**config.mk**
```make
export PLATFORM = sky130hd
export DESIGN_NAME = tgarle_out
export DESIGN_NICKNAME = d
export VERILOG_FILES = /design/src/rtl/tgarle_pkg.sv /design/src/rtl/tgarle_out.sv
export VERILOG_INCLUDE_DIRS = /design/src /design/src/rtl
export SDC_FILE = /design/constraint.sdc
export NUM_CORES = 1
export LEC_CHECK = 0
export BUFFER_PORTS_ARGS = -buffer_cell sky130_fd_sc_hd__buf_2
export CORE_UTILIZATION = 51
export CTS_CLUSTER_DIAMETER = 200
export DETAILED_ROUTE_END_ITERATION = 16
export GPL_TIMING_DRIVEN = 0
export PLACE_DENSITY = 0.83
export SYNTH_ARGS = -nofsm -noshare
export SYNTH_HDL_FRONTEND = slang
export SYNTH_SLANG_ARGS = --single-unit
```
**constraint.sdc**
```tcl
create_clock -name clk -period 5.87 [get_ports clk]
set_input_delay 1.174 -clock clk [delete_from_list [all_inputs] [get_ports clk]]
set_output_delay 1.174 -clock clk [all_outputs]
set_load 0.03 [all_outputs]
```
**src/rtl/tga_rle_pixel_decoder_core_macros.svh**
```systemverilog
// Assertion macros shared by the decoder modules.
`ifndef TGA_RLE_PIXEL_DECODER_CORE_MACROS_SVH
`define TGA_RLE_PIXEL_DECODER_CORE_MACROS_SVH

// Condition that holds at every clock edge outside reset.
`define TGARLE_ASSERT_ALWAYS(lbl, cond, msg) \
	lbl: assert property (@(posedge clk) disable iff (!arst_n) (cond)) else $error(msg);

// Antecedent in one cycle implies the consequent in the next.
`define TGARLE_ASSERT_NEXT(lbl, ante, cons, msg) \
	lbl: assert property (@(posedge clk) disable iff (!arst_n) (ante) |=> (cons)) else $error(msg);

`endif

```
**src/rtl/tgarle_pkg.sv**
```systemverilog
// Shared types and constants of the TGA RLE pixel decoder.
package tgarle_pkg;

	localparam int PALETTE_ENTRIES_DEF = 256;
	localparam int COUNT_BITS_DEF      = 24;
	localparam int CFG_DATA_BITS       = 24;
	localparam int CFG_INDEX_BITS      = 2;

	// Register indexes
	localparam logic [CFG_INDEX_BITS-1:0] REG_DEPTH_MODE  = 2'd0;
	localparam logic [CFG_INDEX_BITS-1:0] REG_RLE_ENABLE  = 2'd1;
	localparam logic [CFG_INDEX_BITS-1:0] REG_PIXEL_COUNT = 2'd2;

	// Depth modes
	localparam logic [1:0] MODE_INDEXED = 2'd0;
	localparam logic [1:0] MODE_555     = 2'd1;
	localparam logic [1:0] MODE_BGR     = 2'd2;
	localparam logic [1:0] MODE_BGRA    = 2'd3;

	localparam logic [7:0] ALPHA_OPAQUE = 8'd255;
	localparam logic [7:0] RUN_HEADER_BIAS = 8'd127;

	// Palette write port
	typedef struct packed {
		logic        en;
		logic [7:0]  addr;
		logic [23:0] rgb;
	} pal_wr_t;

	// Palette read port
	typedef struct packed {
		logic       en;
		logic [7:0] addr;
	} pal_rd_t;

	// One decoded pixel before the palette colour is merged in
	typedef struct packed {
		logic       is_pal;
		logic       hit;
		logic [7:0] b;
		logic [7:0] g;
		logic [7:0] r;
		logic [7:0] a;
		logic [7:0] run;
		logic       last;
	} pix_t;

endpackage

```
**src/rtl/tgarle_out.sv**
```systemverilog
// Output pipeline: palette merge stage and output register with flow control.
`include "tga_rle_pixel_decoder_core_macros.svh"

module tgarle_out (
	input  logic             clk,
	input  logic             arst_n,
	input  logic             emit,
	input  tgarle_pkg::pix_t pix,
	input  logic [23:0]      pal_rdata,
	output logic             busy,
	output logic             out_valid,
	input  logic             out_stall,
	output logic [7:0]       out_b,
	output logic [7:0]       out_g,
	output logic [7:0]       out_r,
	output logic [7:0]       out_a,
	output logic [7:0]       run_length,
	output logic             image_end
);

	logic             s1_valid_q;
	tgarle_pkg::pix_t pix_s1;
	logic             s2_valid_q;
	logic             s2_free;
	logic             s1_adv;
	logic [23:0]      colour;

	always_comb begin
		s2_free = !s2_valid_q || !out_stall;
		s1_adv  = s1_valid_q && s2_free;
		busy    = s1_valid_q && !s2_free;
		// Merge the palette colour; an index beyond the palette gives black
		if (pix_s1.is_pal) begin
			colour = pix_s1.hit ? pal_rdata : 24'd0;
		end else begin
			colour = {pix_s1.r, pix_s1.g, pix_s1.b};
		end
	end

	// Stage 1: hold the pixel while the palette read completes
	always_ff @(posedge clk or negedge arst_n) begin
		if (!arst_n) begin
			s1_valid_q <= 1'b0;
		end else if (!busy) begin
			s1_valid_q <= emit;
		end
	end

	always_ff @(posedge clk) begin
		if (!busy && emit) begin
			pix_s1 <= pix;
		end
	end

	// Stage 2: output register, held while stalled
	always_ff @(posedge clk or negedge arst_n) begin
		if (!arst_n) begin
			s2_valid_q <= 1'b0;
		end else if (s2_free) begin
			s2_valid_q <= s1_valid_q;
		end
	end

	always_ff @(posedge clk) begin
		if (s1_adv) begin
			out_b      <= colour[7:0];
			out_g      <= colour[15:8];
			out_r      <= colour[23:16];
			out_a      <= pix_s1.a;
			run_length <= pix_s1.run;
			image_end  <= pix_s1.last;
		end
	end

	assign out_valid = s2_valid_q;

	`TGARLE_ASSERT_ALWAYS(a_run_range,
		!out_valid || (run_length != 8'd0 && run_length <= 8'd128), "run length out of range")
	`TGARLE_ASSERT_NEXT(a_no_overwrite, busy && emit, 1'b0,
		"pixel emitted while the pipeline was full")
	`TGARLE_ASSERT_NEXT(a_s1_hold, busy, s1_valid_q && $stable(pix_s1),
		"stage 1 lost its pixel while blocked")

endmodule

```
==> metrics.txt <==
# TYPE chip_impl_metric gauge
chip_impl_metric{name="timing.critical_path.arrival",unit="ns"} 1.67
chip_impl_metric{name="detailedPlacementHpwl",unit="um"} 3530
chip_impl_metric{name="mappedNetlistNets",unit=""} 196
chip_impl_info{name="cts_tree",value="done"} 1
chip_impl_metric{name="post_drt_wl_per_cell",unit="um"} 14.8
chip_impl_metric{name="grt_first_pass_wirelength",unit="um"} 7450
chip_impl_info{name="timing.rr.start",value="out_valid"} 1
chip_impl_metric{name="setup_ws_post_layout",unit="ns"} 3.02
chip_impl_metric{name="post_cts_resized",unit=""} 0
chip_impl_metric{name="synth_enable_flop_cells",unit=""} 84
chip_impl_metric{name="grt_antenna_before_repair",unit=""} 0
chip_impl_metric{name="power-per-cell-area",unit="mW/mm^2"} 350
chip_impl_metric{name="drt-total-wl",unit="um"} 4840
chip_impl_metric{name="critical_path.n_buffers_inverters",unit=""} 3
chip_impl_metric{name="start_util",unit="%"} 52.8
chip_impl_info{name="regToRegEndpoint",value="pix_s1[31]"} 1
chip_impl_info{name="netlist.top_cell.by_area",value="edfxtp_1"} 1
chip_impl_metric{name="yosys.cell_types.count",unit=""} 15
chip_impl_metric{name="finalCritPeriodShare",unit="%"} 48.5
chip_impl_metric{name="reg2regPathDepth",unit=""} 2
chip_impl_metric{name="max_freq",unit="GHz"} 0.351
chip_impl_metric{name="setup-tns-final",unit="ns"} 0
chip_impl_info{name="outcome",value="completed"} 1
chip_impl_metric{name="pre_cts_ws",unit="ns"} 3.01
chip_impl_info{name="dominantRegCellSynth",value="edfxtp_1"} 1
chip_impl_metric{name="min_delay_path_depth",unit=""} 0
chip_impl_metric{name="maxCapViolCount",unit=""} 0
chip_impl_metric{name="area_delta_synth_final",unit="%"} 31.8
chip_impl_metric{name="n_antenna_cell",unit=""} 0
chip_impl_metric{name="final.setup_skew",unit="ns"} 0.00937
chip_impl_metric{name="final_max_slew_viol_count",unit=""} 0
chip_impl_metric{name="die_height",unit="um"} 77.3
chip_impl_info{name="ys_top_cells_by_count",value="84 x edfxtp_1, 20 x a22o_1, 3 x a22o_2, 3 x inv_1"} 1
chip_impl_metric{name="drtIter0Drc",unit=""} 79
chip_impl_info{name="synth.area.top_cells",value="edfxtp_1 87%, a22o_1 6.1%, dfrtp_1 1.7%"} 1
chip_impl_info{name="critical_path.endpoint",value="busy"} 1
chip_impl_metric{name="placedCellCount",unit=""} 311
chip_impl_metric{name="report.final.hold_viol_count",unit=""} 0
chip_impl_metric{name="fp.coreArea",unit="sq mm"} 0.00547
chip_impl_metric{name="synthesis.instances",unit=""} 125
chip_impl_metric{name="clock_tree.htree_level_count",unit=""} 3
chip_impl_metric{name="synth-async-reset-ratio",unit="%"} 2.33
chip_impl_info{name="rsz0062_at_grt",value="no"} 1
chip_impl_metric{name="grt_remaining_overflow",unit=""} 0
chip_impl_info{name="cp_cell_sequence",value="buf_2, nand3_1, inv_1, buf_2"} 1
chip_impl_metric{name="syn_area",unit="sq mm"} 0.00289
chip_impl_metric{name="timing.max_slew.rel_slack",unit="%"} 37.8
chip_impl_metric{name="gp_congestion",unit=""} 0.705
chip_impl_metric{name="final_cell_count_no_fill",unit=""} 327
chip_impl_metric{name="cts_post_setup_buffers_inserted",unit=""} 0
chip_impl_info{name="critical_path_cell_with_the_highest_stage_delay",value="buf_2"} 1
chip_impl_metric{name="fp-row-count",unit=""} 27
chip_impl_metric{name="globalRouteTotalUtil",unit="%"} 17.5
chip_impl_info{name="crit_path_frequent_cell",value="buf_2"} 1
chip_impl_metric{name="worstSetupPathDepth",unit=""} 4
chip_impl_info{name="critical_path.top_delay_family",value="buffers and inverters"} 1
chip_impl_metric{name="yosysWarningCount",unit=""} 0
chip_impl_metric{name="cts_hold_buf",unit=""} 0
chip_impl_info{name="crit_path_launch_type",value="primary input"} 1
chip_impl_metric{name="power",unit="W"} 0.00133
chip_impl_metric{name="critical_path.max_stage_delay",unit="ns"} 0.19
chip_impl_metric{name="drc_errors",unit=""} 0
chip_impl_metric{name="drt_first_pass_iters",unit=""} 4
chip_impl_metric{name="path_clk_slew",unit="ns"} 0.08
chip_impl_metric{name="vdd.ir_drop.worst",unit="uV"} 207
chip_impl_metric{name="netlist.area_leader.share",unit="%"} 87.2
chip_impl_metric{name="finalSetupViolations",unit=""} 0
chip_impl_info{name="timing.critical_path.from",value="out_stall"} 1
chip_impl_metric{name="fin_nets",unit=""} 321
chip_impl_metric{name="max_slew.worst_pin.slew",unit="ns"} 0.933
chip_impl_metric{name="power.static_leakage",unit="nW"} 1.57
chip_impl_info{name="clockRootBuffer",value="clkbuf_8"} 1
chip_impl_info{name="timing.hold.worst.class",value="register to register"} 1
chip_impl_metric{name="num_vias",unit=""} 1609
chip_impl_info{name="critPathKind",value="primary input to primary output"} 1
chip_impl_metric{name="cts_buffers",unit=""} 9
chip_impl_metric{name="yosys_register_bits",unit=""} 86
chip_impl_metric{name="clock_tree.buffer_depth",unit=""} 2
chip_impl_info{name="cp-end-kind",value="primary output"} 1
chip_impl_metric{name="final_layout_size_suffix_gt1_share",unit="%"} 54.9
chip_impl_info{name="yosys.cell_count.top_type",value="edfxtp_1"} 1
chip_impl_metric{name="vias_per_cell",unit=""} 4.92
chip_impl_metric{name="io_pins",unit=""} 114
chip_impl_metric{name="reg2reg_slack",unit="ns"} 4.10
chip_impl_metric{name="clock_latency",unit="ns"} 0.34
chip_impl_metric{name="period_needed",unit="ns"} 2.85
chip_impl_metric{name="final_core_utilization",unit="%"} 69.6
chip_impl_metric{name="path_max_fanout",unit=""} 3
chip_impl_metric{name="post_synth.cell_area_avg",unit="sq um"} 23.1
chip_impl_metric{name="grt_start_max_net_pins",unit=""} 44
chip_impl_metric{name="vias_in_the_first_global_route",unit=""} 1595
chip_impl_metric{name="design.die.area",unit="sq mm"} 0.00597
chip_impl_metric{name="cts_sinks",unit=""} 86
chip_impl_metric{name="detail_route_antenna_nets",unit=""} 0
chip_impl_metric{name="cp.required",unit="ns"} 4.70
chip_impl_metric{name="die_width",unit="um"} 77.3
chip_impl_metric{name="ys_seq_area_share",unit="%"} 89.0
chip_impl_metric{name="port_buffers",unit=""} 113
-- state kept, by name, indices dropped and copies added (netlist names) --
name,count
s1_valid_q,1
image_end,1
out_a,8
pix_s1,43
out_b,8
out_valid,1
out_r,8
out_g,8
run_length,8
-- metrics by stage --
stage               cell area (sq um)  hold WS, ns
floorplan                        2890        0.400
global placement                 3550        0.400
detailed placement               3590        0.405
CTS                              3810        0.425
global route                     3810        0.427
finish                           3810        0.424
-- cell families (layout without fill, tap and decap cells) --
kind of cell	Yosys count	count (layout)	share of synthesized area [%]
AND/OR/NAND/NOR	5	5	1.08
buffers and inverters	8	138	2.16
AO/OA/AOI/OAI	26	26	7.79
flip-flops	86	86	89.0
-- worst register-to-register path, stage by stage, from the launching register on --
cell	delay [ns]
dfrtp_1	0.45
nand3_1	0.15
and2_2	0.79
-- where the power goes --
part	internal (W)	switching (W)
Clock	0.000252	0.000197
Combinational	0.0000517	0.0000931
Sequential	0.000729	0.0000117
Total	0.00103	0.000302
-- placed cells by master, fill, tap and decap left out, drive strengths merged, types with 2 or more instances in the layout --
cell type and n:
buf 119, edfxtp 84, a22o 23, clkbuf 11
inv 4, nand3 2, bufinv 2, dfrtp 2
and2 2
-- how the worst min path moves through the flow --
stage / start / endpoint
after global routing: pix_s1[2] / run_length[1]
after global placement: pix_s1[2] / run_length[1]
final: pix_s1[9] / out_a[0]
after CTS: pix_s1[2] / run_length[1]
after detailed placement: pix_s1[16] / out_a[7]
after floorplan: pix_s1[0] / image_end
-- layout make-up --
class,instances,area (sq um)
fillers,371,1660
inverters,3,11.3
clock inverters,5,81.3
plain buffers,5,51.3
repair buffers,114,593
flip-flops and latches,86,2570
clock buffers,11,141
well taps,72,90.1
multi-input cells,31,269
-- layer usage --
layer | track usage, % | routed length [um] | vias up
li1 | - | - | 757
met1 | 19.4 | 1790 | 740
met2 | 29.6 | 2570 | 99
met3 | 4.88 | 371 | 13
met4 | 10.8 | 115 | 0
met5 | 0 | 0 | -
Power figures use the tool's default switching activity.
