==> config.mk <==
export PLATFORM = sky130hd
export DESIGN_NAME = tgarle_parser
export DESIGN_NICKNAME = d
export VERILOG_FILES = /design/src/rtl/tgarle_pkg.sv /design/src/rtl/tgarle_parser.sv
export VERILOG_INCLUDE_DIRS = /design/src /design/src/rtl
export SDC_FILE = /design/constraint.sdc
export NUM_CORES = 1
export LEC_CHECK = 0
export BUFFER_PORTS_ARGS = -buffer_cell sky130_fd_sc_hd__buf_2
export CORE_MARGIN = 1.5
export CORE_UTILIZATION = 35
export DETAILED_ROUTE_END_ITERATION = 16
export PLACE_DENSITY = 0.56
export REMOVE_ABC_BUFFERS = 1
export SYNTH_ARGS = -nofsm -noshare
export SYNTH_HDL_FRONTEND = slang
export SYNTH_SLANG_ARGS = --single-unit
==> constraint.sdc <==
create_clock -name clk -period 11.1 [get_ports clk]
set_clock_uncertainty 0.2 [all_clocks]
set_input_delay 0 -clock clk [delete_from_list [all_inputs] [get_ports clk]]
set_output_delay 0 -clock clk [all_outputs]
set_load 0.02 [all_outputs]
==> src/rtl/tga_rle_pixel_decoder_core_macros.svh <==
// Assertion macros shared by the decoder modules.
`ifndef TGA_RLE_PIXEL_DECODER_CORE_MACROS_SVH
`define TGA_RLE_PIXEL_DECODER_CORE_MACROS_SVH

// Condition that holds at every clock edge outside reset.
`define TGARLE_ASSERT_ALWAYS(lbl, cond, msg) \
	lbl: assert property (@(posedge clk) disable iff (!arst_n) (cond)) else $error(msg);

// Antecedent in one cycle implies the consequent in the next.
`define TGARLE_ASSERT_NEXT(lbl, ante, cons, msg) \
	lbl: assert property (@(posedge clk) disable iff (!arst_n) (ante) |=> (cons)) else $error(msg);

`endif

==> src/rtl/tgarle_pkg.sv <==
// Shared types and constants of the TGA RLE pixel decoder.
package tgarle_pkg;

	localparam int PALETTE_ENTRIES_DEF = 256;
	localparam int COUNT_BITS_DEF      = 24;
	localparam int CFG_DATA_BITS       = 24;
	localparam int CFG_INDEX_BITS      = 2;

	// Register indexes
	localparam logic [CFG_INDEX_BITS-1:0] REG_DEPTH_MODE  = 2'd0;
	localparam logic [CFG_INDEX_BITS-1:0] REG_RLE_ENABLE  = 2'd1;
	localparam logic [CFG_INDEX_BITS-1:0] REG_PIXEL_COUNT = 2'd2;

	// Depth modes
	localparam logic [1:0] MODE_INDEXED = 2'd0;
	localparam logic [1:0] MODE_555     = 2'd1;
	localparam logic [1:0] MODE_BGR     = 2'd2;
	localparam logic [1:0] MODE_BGRA    = 2'd3;

	localparam logic [7:0] ALPHA_OPAQUE = 8'd255;
	localparam logic [7:0] RUN_HEADER_BIAS = 8'd127;

	// Palette write port
	typedef struct packed {
		logic        en;
		logic [7:0]  addr;
		logic [23:0] rgb;
	} pal_wr_t;

	// Palette read port
	typedef struct packed {
		logic       en;
		logic [7:0] addr;
	} pal_rd_t;

	// One decoded pixel before the palette colour is merged in
	typedef struct packed {
		logic       is_pal;
		logic       hit;
		logic [7:0] b;
		logic [7:0] g;
		logic [7:0] r;
		logic [7:0] a;
		logic [7:0] run;
		logic       last;
	} pix_t;

endpackage

==> src/rtl/tgarle_parser.sv <==
// Byte parser: configuration, palette load, packet headers and pixel gathering.
`include "tga_rle_pixel_decoder_core_macros.svh"

module tgarle_parser #(
	parameter int PALETTE_ENTRIES = tgarle_pkg::PALETTE_ENTRIES_DEF,
	parameter int COUNT_BITS      = tgarle_pkg::COUNT_BITS_DEF
) (
	input  logic                                 clk,
	input  logic                                 arst_n,
	input  logic                                 cfg_write,
	input  logic [tgarle_pkg::CFG_INDEX_BITS-1:0] cfg_index,
	input  logic [tgarle_pkg::CFG_DATA_BITS-1:0]  cfg_data,
	input  logic                                 accept,
	input  logic [7:0]                           data_byte,
	output tgarle_pkg::pal_wr_t                  pal_wr,
	output tgarle_pkg::pal_rd_t                  pal_rd,
	output logic                                 emit,
	output tgarle_pkg::pix_t                     pix
);

	localparam int ENTRY_BITS = $clog2(PALETTE_ENTRIES);

	// Configuration registers
	logic [1:0]  depth_mode_q;
	logic        rle_enable_q;
	logic [23:0] pixel_count_q;
	logic [23:0] count_next;
	logic        cfg_hit;

	// Frame state
	logic                  pal_done_q;
	logic [ENTRY_BITS-1:0] pal_entry_q;
	logic [1:0]            pal_sub_q;
	logic [7:0]            pal_b_q;
	logic [7:0]            pal_g_q;
	logic [7:0]            pix_q [3];
	logic [1:0]            pos_q;
	logic [7:0]            rem_q;
	logic                  is_run_q;
	logic [COUNT_BITS-1:0] pixels_left_q;

	logic                  loading;
	logic                  header;
	logic                  complete;
	logic [COUNT_BITS-1:0] count_masked;
	logic [COUNT_BITS-1:0] load_val;
	logic [7:0]            hdr_len;
	logic [7:0]            hdr_clip;
	logic [7:0]            run_raw;
	logic [7:0]            run;
	logic [COUNT_BITS-1:0] left_after;
	logic                  last;
	logic [7:0]            p0, p1, p2;
	logic [15:0]           c16;

	// Pixel count as it stands after this cycle's write
	always_comb begin
		cfg_hit = cfg_write && (cfg_index == tgarle_pkg::REG_DEPTH_MODE ||
			cfg_index == tgarle_pkg::REG_RLE_ENABLE ||
			cfg_index == tgarle_pkg::REG_PIXEL_COUNT);
		count_next = (cfg_write && cfg_index == tgarle_pkg::REG_PIXEL_COUNT) ?
			cfg_data : pixel_count_q;
		count_masked = COUNT_BITS'(count_next);
		load_val = (count_masked == '0) ? COUNT_BITS'(1) : count_masked;
	end

	// Classify the byte and build the pixel
	always_comb begin
		loading  = (depth_mode_q == tgarle_pkg::MODE_INDEXED) && !pal_done_q;
		header   = !loading && rle_enable_q && (rem_q == 8'd0);
		complete = !loading && !header && (pos_q == depth_mode_q);

		hdr_len  = data_byte[7] ? (data_byte - tgarle_pkg::RUN_HEADER_BIAS) :
			(data_byte + 8'd1);
		hdr_clip = (COUNT_BITS'(hdr_len) > pixels_left_q) ? pixels_left_q[7:0] : hdr_len;

		run_raw  = (rle_enable_q && is_run_q) ? rem_q : 8'd1;
		run      = (COUNT_BITS'(run_raw) > pixels_left_q) ? pixels_left_q[7:0] : run_raw;
		left_after = pixels_left_q - COUNT_BITS'(run);
		last     = (left_after == '0);

		p0  = (depth_mode_q == tgarle_pkg::MODE_INDEXED) ? data_byte : pix_q[0];
		p1  = (depth_mode_q == tgarle_pkg::MODE_555) ? data_byte : pix_q[1];
		p2  = (depth_mode_q == tgarle_pkg::MODE_BGR) ? data_byte : pix_q[2];
		c16 = {p1, p0};

		pix = '0;
		pix.run  = run;
		pix.last = last;
		pix.a    = tgarle_pkg::ALPHA_OPAQUE;
		case (depth_mode_q)
			tgarle_pkg::MODE_INDEXED: begin
				pix.is_pal = 1'b1;
				pix.hit    = ({1'b0, data_byte} < 9'(PALETTE_ENTRIES));
			end
			tgarle_pkg::MODE_555: begin
				pix.b = {c16[4:0], 3'b000};
				pix.g = {c16[9:5], 3'b000};
				pix.r = {c16[14:10], 3'b000};
			end
			tgarle_pkg::MODE_BGR: begin
				pix.b = p0;
				pix.g = p1;
				pix.r = p2;
			end
			default: begin
				pix.b = p0;
				pix.g = p1;
				pix.r = p2;
				pix.a = data_byte;
			end
		endcase

		emit = accept && complete;

		pal_wr.en   = accept && loading && (pal_sub_q == 2'd2);
		pal_wr.addr = 8'(pal_entry_q);
		pal_wr.rgb  = {data_byte, pal_g_q, pal_b_q};

		pal_rd.en   = emit && pix.is_pal && pix.hit;
		pal_rd.addr = data_byte;
	end

	// Hold configuration
	always_ff @(posedge clk or negedge arst_n) begin
		if (!arst_n) begin
			depth_mode_q  <= tgarle_pkg::MODE_BGRA;
			rle_enable_q  <= 1'b0;
			pixel_count_q <= 24'd1;
		end else if (cfg_write) begin
			case (cfg_index)
				tgarle_pkg::REG_DEPTH_MODE:  depth_mode_q  <= cfg_data[1:0];
				tgarle_pkg::REG_RLE_ENABLE:  rle_enable_q  <= cfg_data[0];
				tgarle_pkg::REG_PIXEL_COUNT: pixel_count_q <= cfg_data;
				default: ;
			endcase
		end
	end

	// Advance the frame state; restart on frame end or a write to a configuration register
	always_ff @(posedge clk or negedge arst_n) begin
		if (!arst_n) begin
			pal_done_q    <= 1'b0;
			pal_entry_q   <= '0;
			pal_sub_q     <= 2'd0;
			pos_q         <= 2'd0;
			rem_q         <= 8'd0;
			is_run_q      <= 1'b0;
			pixels_left_q <= COUNT_BITS'(1);
		end else if (cfg_hit || (emit && last)) begin
			pal_done_q    <= 1'b0;
			pal_entry_q   <= '0;
			pal_sub_q     <= 2'd0;
			pos_q         <= 2'd0;
			rem_q         <= 8'd0;
			is_run_q      <= 1'b0;
			pixels_left_q <= load_val;
		end else if (accept) begin
			if (loading) begin
				if (pal_sub_q == 2'd2) begin
					pal_sub_q   <= 2'd0;
					pal_entry_q <= pal_entry_q + 1'b1;
					if (pal_entry_q == ENTRY_BITS'(PALETTE_ENTRIES - 1)) begin
						pal_done_q <= 1'b1;
					end
				end else begin
					pal_sub_q <= pal_sub_q + 2'd1;
				end
			end else if (header) begin
				is_run_q <= data_byte[7];
				rem_q    <= hdr_clip;
			end else if (!complete) begin
				pos_q <= pos_q + 2'd1;
			end else begin
				pos_q         <= 2'd0;
				pixels_left_q <= left_after;
				if (rle_enable_q) begin
					rem_q <= rem_q - run_raw;
				end
			end
		end
	end

	// Gather palette and pixel bytes
	always_ff @(posedge clk) begin
		if (accept && loading) begin
			if (pal_sub_q == 2'd0) begin
				pal_b_q <= data_byte;
			end
			if (pal_sub_q == 2'd1) begin
				pal_g_q <= data_byte;
			end
		end
		if (accept && !loading && !header && !complete && pos_q != 2'd3) begin
			pix_q[pos_q] <= data_byte;
		end
	end

	`TGARLE_ASSERT_ALWAYS(a_left_nonzero, pixels_left_q != '0, "pixels left reached zero")
	`TGARLE_ASSERT_ALWAYS(a_packet_clipped,
		COUNT_BITS'(rem_q) <= pixels_left_q, "packet runs past the frame")
	`TGARLE_ASSERT_NEXT(a_frame_reload, emit && last && !cfg_write,
		pixels_left_q == load_val && pos_q == 2'd0 && rem_q == 8'd0,
		"frame state not reloaded after the last pixel")

endmodule

==> out/qor.txt, run 1 <==
DR pass1 iterations - 5
Unique masters post-synth - 89
total gr overflow - 0
RSZ-0062 raised after global routing - no
fill count - 2230
Final period util - 65.5%
Area growth syn-to-layout - 20.2%
hold buffer count at CTS - 38
vias per cell - 5.68
synthesized instance count - 879
Tmin final - 7.27 ns
Most Crowded Layer GR - met2
Clock Tree Buf Depth - 2
top_reg_cell synth - dfrtp_1
TNS Setup - 0 ns
Post-synth EDFFs - 40
Max Cap Viol - 0
start point of the worst hold path - cfg_write
crit path from - rle_enable_q
outcome - completed
final net count - 1059
htree depth - 4
DIE AREA - 0.0238 mm^2
# resized after CTS - 0
CP Max Fanout - 37
critical path required time - 11.19 ns
initial core utilization - 35.5%
Setup crit start kind - flip-flop
row cnt - 55
residual DRC count - 0
Port Buf Inserts - 123
ys async rst share - 64.6%
Post-CTS Repair Setup Buffers - 0
Total Routing Usage GR - 21.6%
Max IR drop VDD - 116 uV
Synth Area per Inst - 9.12 um^2
crit path kind - reg -> reg
P per Cell Area - 202 mW/mm^2
register area share after synthesis - 37.8%
met1 usage - 27.4%
FF+latch count, synth - 113
DR iter-0 viols - 633
CP Data Arrival Time - 7.36 ns
met3 Use GR - 3.11%
vias in the first global route - 7027
root buffer cell - clkbuf_16
CTS sink count - 113
final setup vio count - 0
FF/Latch Area - 0.00303 mm^2
clk slew on worst S/H paths - 0.06 ns
final wirelength - 25300 um
share of cells above drive strength 1 - 22.8%
GPL Wtd Cong - 0.904
core footprint - 0.0226 mm^2
worst skew pair latency - 0.42 ns
first-pass GRT wire length - 40000 um
P_leak - 4.21 nW
synthesized area - 0.00801 mm^2
Slew Limit Fails - 0
met2 usage - 37.0%
Slew @ Worst Pin - 0.923 ns
reg-to-reg startpoint - rle_enable_q
Warnings, synthesis - 0
Hold Path Class - in -> reg
CTS Buf Count - 17
chip width - 154 um
Ports - 124
pin count of the biggest net entering global routing - 74
ANT cells - 0
initial antenna violation count - 0
Vias - 7341
hpwl dp - 18500 um
final hold vios - 0
Routed Antenna Nets - 0
Crit. End Element - flip-flop
Die Span Y - 154 um
CTS tree - built
WL per Instance - 19.6 um
area occupied by multi-input gates - 0.00446 mm^2
Slew Limit Headroom - 38.5%
Fmax - 138 MHz
Final Total Pwr - 1.95 mW
worst paths after layout:
kind / endpoint / slack, ns / cells after the start
worst max-delay path: rem_q[2] / 3.83 / 22
worst min-delay path: pal_entry_q[0] / 0.02 / 5
worst max register to register: rem_q[2] / 3.83 / 22
worst min register to register: pixel_count_q[23] / 0.31 / 2
max in group asynchronous: rem_q[5] / 10.04 / 2
min in group asynchronous: pixel_count_q[9] / 0.06 / 2
routing by layer:
layer  routed length (um)  vias to the layer above
met4                  830                        0
met5                    0                        -
met3                 1210                       53
met1                10900                     3534
met2                12400                      275
li1                     -                     3479
metrics by stage:
stage          cells  hold slack, ns  setup slack [ns]  utilization (%)  instance area, um^2
2_1_floorplan    807          -0.496              4.28                -                 7640
3_3_place_gp    1222          0.0117              4.04             38.4                 8670
3_5_place_dp    1222          0.0109              3.92             38.4                 8670
4_1_cts         1292          0.0106              3.91             42.7                 9630
5_1_grt         1292          0.0523              3.38             42.7                 9630
6_report        1292          0.0160              3.83             42.7                 9630
sequential cells by signal, summed over array words and instances, names as in the netlist:
register       count
pix_q             24
pixel_count_q     24
pixels_left_q     24
pal_b_q            8
pal_entry_q        8
pal_g_q            8
rem_q              8
depth_mode_q       2
pal_sub_q          2
pos_q              2
is_run_q           1
pal_done_q         1
rle_enable_q       1
cell type report:
cell class | instances | share of cell area [%]
Sequential cell | 113 | 31.5
Multi-Input combinational cell | 655 | 46.3
Timing Repair Buffer | 168 | 10.9
Clock buffer | 17 | 4.42
Inverter | 39 | 1.52
Tap cell | 285 | 3.70
Clock inverter | 15 | 1.66
cells in the final DEF, fill, tap and decap left out, types with 8 or more instances in the layout:
cell,netlist,routed
and3_1,17,17
edfxtp_1,40,40
or3_1,12,12
ha_1,26,26
a21oi_1,31,31
xnor2_1,11,11
nor2_1,70,70
dlygate4sd3_1,0,38
dfrtp_1,69,69
buf_4,20,8
or2_2,13,13
nor3_1,39,39
nor4_1,17,17
inv_1,39,39
xor2_1,9,9
inv_6,0,8
nand4_1,13,13
buf_2,4,122
o211ai_1,10,10
nand3_1,26,26
mux2i_1,24,24
nor2b_1,9,9
a22o_1,11,11
mux2_2,26,26
a31oi_1,12,12
o22ai_1,9,9
and2_1,20,20
nand2_1,75,75
clkbuf_16,0,17
o21a_1,11,11
a21o_1,11,11
o21ai_0,36,36
power breakdown:
part | switching, mW | internal, mW | total, mW
logic | 0.489 | 0.294 | 0.783
registers | 0.114 | 0.508 | 0.622
clock network | 0.226 | 0.319 | 0.545
logic make-up after synthesis:
| logic type | Yosys count | synth area share (%) |
|---|---|---|
| AND/OR/NAND/NOR | 353 | 23.5 |
| AO/OA/AOI/OAI | 203 | 18.7 |
| flip-flops | 113 | 37.8 |
| buffers and inverters | 111 | 6.48 |
| multiplexers | 51 | 6.84 |
| adder cells (fa/ha/maj) | 28 | 4.45 |
| XOR/XNOR | 20 | 2.19 |
critical path, cell delays in order (launching register included):
cell	delay (ns)
dfrtp_1	0.52
and2_1	0.46
nand2_1	0.26
inv_1	0.13
ha_1	0.16
inv_1	0.04
or2_2	0.33
or3_4	0.42
a211oi_4	0.71
nand2_1	0.09
and2_1	0.19
ha_1	0.50
and3_1	0.37
nand2_1	0.16
a2111oi_2	0.44
nor3b_1	0.10
mux2i_1	0.13
and4b_1	0.25
or4b_1	0.52
nor4_4	0.28
buf_4	0.41
nor3_2	0.16
mux2_2	0.31
cells in the mapped netlist (all sizes together) (27+ instances only):
master	count	area share, %
dfrtp	69	22
nand3	28	1.9
clkbuf	41	1.9
nor2	70	3.3
buf	31	2.7
inv	39	1.8
a21oi	31	1.9
o21ai	39	2.5
nand2	76	3.7
nor3	40	2.6
edfxtp	40	15
mux2	27	3.8
Power figures use the tool's default switching activity.
==> run 2: changes to the inputs <==
- PLACE_DENSITY: 0.56 -> 0.58
- clock period: 11.1 -> 6.53 ns (I/O delays scaled with it)
==> out/qor.txt, run 2 (same netlist as run 1, synthesis figures left out) <==
chip width - 154 um (unchanged)
DR iter-0 viols - 587 (-7.3%)
Setup crit start kind - flip-flop
crit path kind - reg -> reg
Cell Count, Final, Fillers Out - 1318 (+2.0%)
Vias - 7483 (+1.9%)
Routed Antenna Nets - 0 (unchanged)
total gr overflow - 0 (unchanged)
final setup vio count - 0 (unchanged)
Hold Path Class - in -> reg
final net count - 1085 (+2.5%)
CP top delay family - simple AND/OR/NAND/NOR gates
initial core utilization - 35.5% (unchanged)
CTS sink count - 113 (unchanged)
design area - 0.00990 mm^2 (+2.8%)
Crit. End Element - flip-flop
placed cell area - 0.00886 mm^2 (+2.2%)
vias in the first global route - 7170 (+2.0%)
CP Max Fanout - 20 (-46%)
row cnt - 55 (unchanged)
Area growth syn-to-layout - 23.5%
core footprint - 0.0226 mm^2 (unchanged)
largest registers - pix_q x24, pixel_count_q x24, pixels_left_q x24
worst hold slack - 0.0249 ns (+0.00894 ns)
CP Data Arrival Time - 6.42 ns (-0.94 ns)
Max IR drop VDD - 210 uV (+81%)
Ports - 124 (unchanged)
P_leak - 4.35 nW (+3.4%)
placed cell count - 1246 (+2.0%)
Total Routing Usage GR - 21.3% (-0.24 points)
GPL Wtd Cong - 0.926 (+2.5%)
RSZ-0062 raised after global routing - no
CTS tree - built
CP peak stage delay - 0.60 ns (-0.11 ns)
final hold vios - 0 (unchanged)
Final period util - 96.9% (+31 points)
Final Total Pwr - 3.39 mW (+74%)
Tmin final - 6.33 ns (-0.940 ns)
WL per Instance - 19.3 um (-1.3%)
initial antenna violation count - 0 (unchanged)
outcome - completed
ANT cells - 0 (unchanged)
critical path required time - 6.62 ns (-4.57 ns)
Clock Tree Buf Depth - 2 (unchanged)
crit path buf inv count - 2 (-1)
most common cell after layout, fill and taps aside - buf_2
clk slew on worst S/H paths - 0.05 ns (about the same)
final wirelength - 25500 um (+0.67%)
DIE AREA - 0.0238 mm^2 (unchanged)
first-pass GRT wire length - 39900 um (-0.17%)
fill count - 2192 (-1.7%)
Slew Limit Fails - 0 (unchanged)
CTS Buf Count - 17 (unchanged)
pin count of the biggest net entering global routing - 74 (unchanged)
slowest stage cell on the critical path - fa_1
hpwl dp - 18600 um (+0.32%)
residual DRC count - 0 (unchanged)
Fmax - 158 MHz (+15%)
most frequent cells in the layout - buf_2, nand2_1, nor2_1
Slew Limit Headroom - 17.2% (-21 points)
crit-path cells - and3_1 > ha_1 > nand4_1 > or2_2 > or3_4 > a211o_4 > nor2_1 > a21oi_1 > ha_1 > fa_1 > nor2b_2 > nand2_1 > a2111oi_1 > o211ai_1 > nor4_1 > o2111a_1 > o2111ai_2 > nor4_4 > buf_4 > buf_12 > and4b_1 > a211o_1
root buffer cell - clkbuf_16
Die Span Y - 154 um (unchanged)
Slew @ Worst Pin - 1.23 ns (+0.310 ns)
Port Buf Inserts - 123 (unchanged)
worst skew pair latency - 0.41 ns (about the same)
vias per cell - 5.68 (about the same)
DR pass1 iterations - 5 (unchanged)
share of cells above drive strength 1 - 25.6% (+2.7 points)
htree depth - 4 (unchanged)
crit-path most repeated cell - ha_1
Max Cap Viol - 0 (unchanged)
P per Cell Area - 343 mW/mm^2 (+69%)
[run 2: cell count changes in the layout (fill, tap and decap cells not counted), moves of 2 or more]
cell	delta
dfrtp_2	+2
clkinv_4	+2
inv_8	-2
nor4b_1	-2
a2111oi_0	-2
inv_6	-2
buf_4	+26
nor4b_2	+2
dfrtp_1	-2
[run 2: layout make-up]
type,instances,area [um^2],area share (%)
clock inverters,15,171,1.73
inverters,39,146,1.48
clock buffers,17,425,4.30
repair buffers,194,1260,12.7
flip-flops and latches,113,3040,30.7
multi-input cells,655,4500,45.5
well taps,285,357,3.60
[run 2: worst paths after layout]
| check | start | to | cells past startpoint | slack, ns |
|---|---|---|---|---|
| max in group asynchronous | arst_n | is_run_q | 2 | 5.35 |
| min in group asynchronous | arst_n | pixel_count_q[17] | 2 | 0.08 |
| max | rle_enable_q | pixels_left_q[19] | 22 | 0.20 |
| max reg2reg | rle_enable_q | pixels_left_q[19] | 22 | 0.20 |
| min | cfg_write | pal_sub_q[0] | 5 | 0.02 |
| min reg2reg | pixel_count_q[8] | pixel_count_q[8] | 2 | 0.32 |
[run 2: repair_timing]
action / CTS / global route
setup endpoints to repair: 1 / 45
pin swaps: 0 / 3
endpoints found under the hold margin: 164 / 0
buffers inserted: 0 / 2
hold buffers: 38 / 0
gates resized for setup: 1 / 11
[run 2: tightest hold or removal path, cell delays in order]
cell	delay [ns]
buf_2	0.11
nand2_1	0.06
buf_4	0.24
o21ai_0	0.13
a31oi_1	0.05
[run 2: metal layers]
layer | track usage [%] | up-vias | part of all wire, %
li1 | - | 3537 | -
met1 | 27.0 | 3620 | 44
met2 | 37.4 | 270 | 49
met3 | 2.94 | 56 | 4.1
met4 | 7.55 | 0 | 2.6
met5 | 0 | - | 0
[run 2: where the power goes]
part	internal [mW]	switching [mW]	total, mW	leakage, nW
registers	0.865	0.143	1.01	1.26
logic	0.554	0.892	1.45	2.80
clock network	0.573	0.365	0.938	0.287
[run 2: per-stage QoR]
| step | TNS, ns | util (%) | setup WS [ns] |
|---|---|---|---|
| 2_1_floorplan | -3.28 | - | -0.289 |
| 3_3_place_gp | 0 | 39.3 | 0.177 |
| 3_5_place_dp | 0 | 39.3 | 0.118 |
| 4_1_cts | 0 | 43.6 | 0.0706 |
| 5_1_grt | 0 | 43.9 | 0.00482 |
| 6_report | 0 | 43.9 | 0.203 |
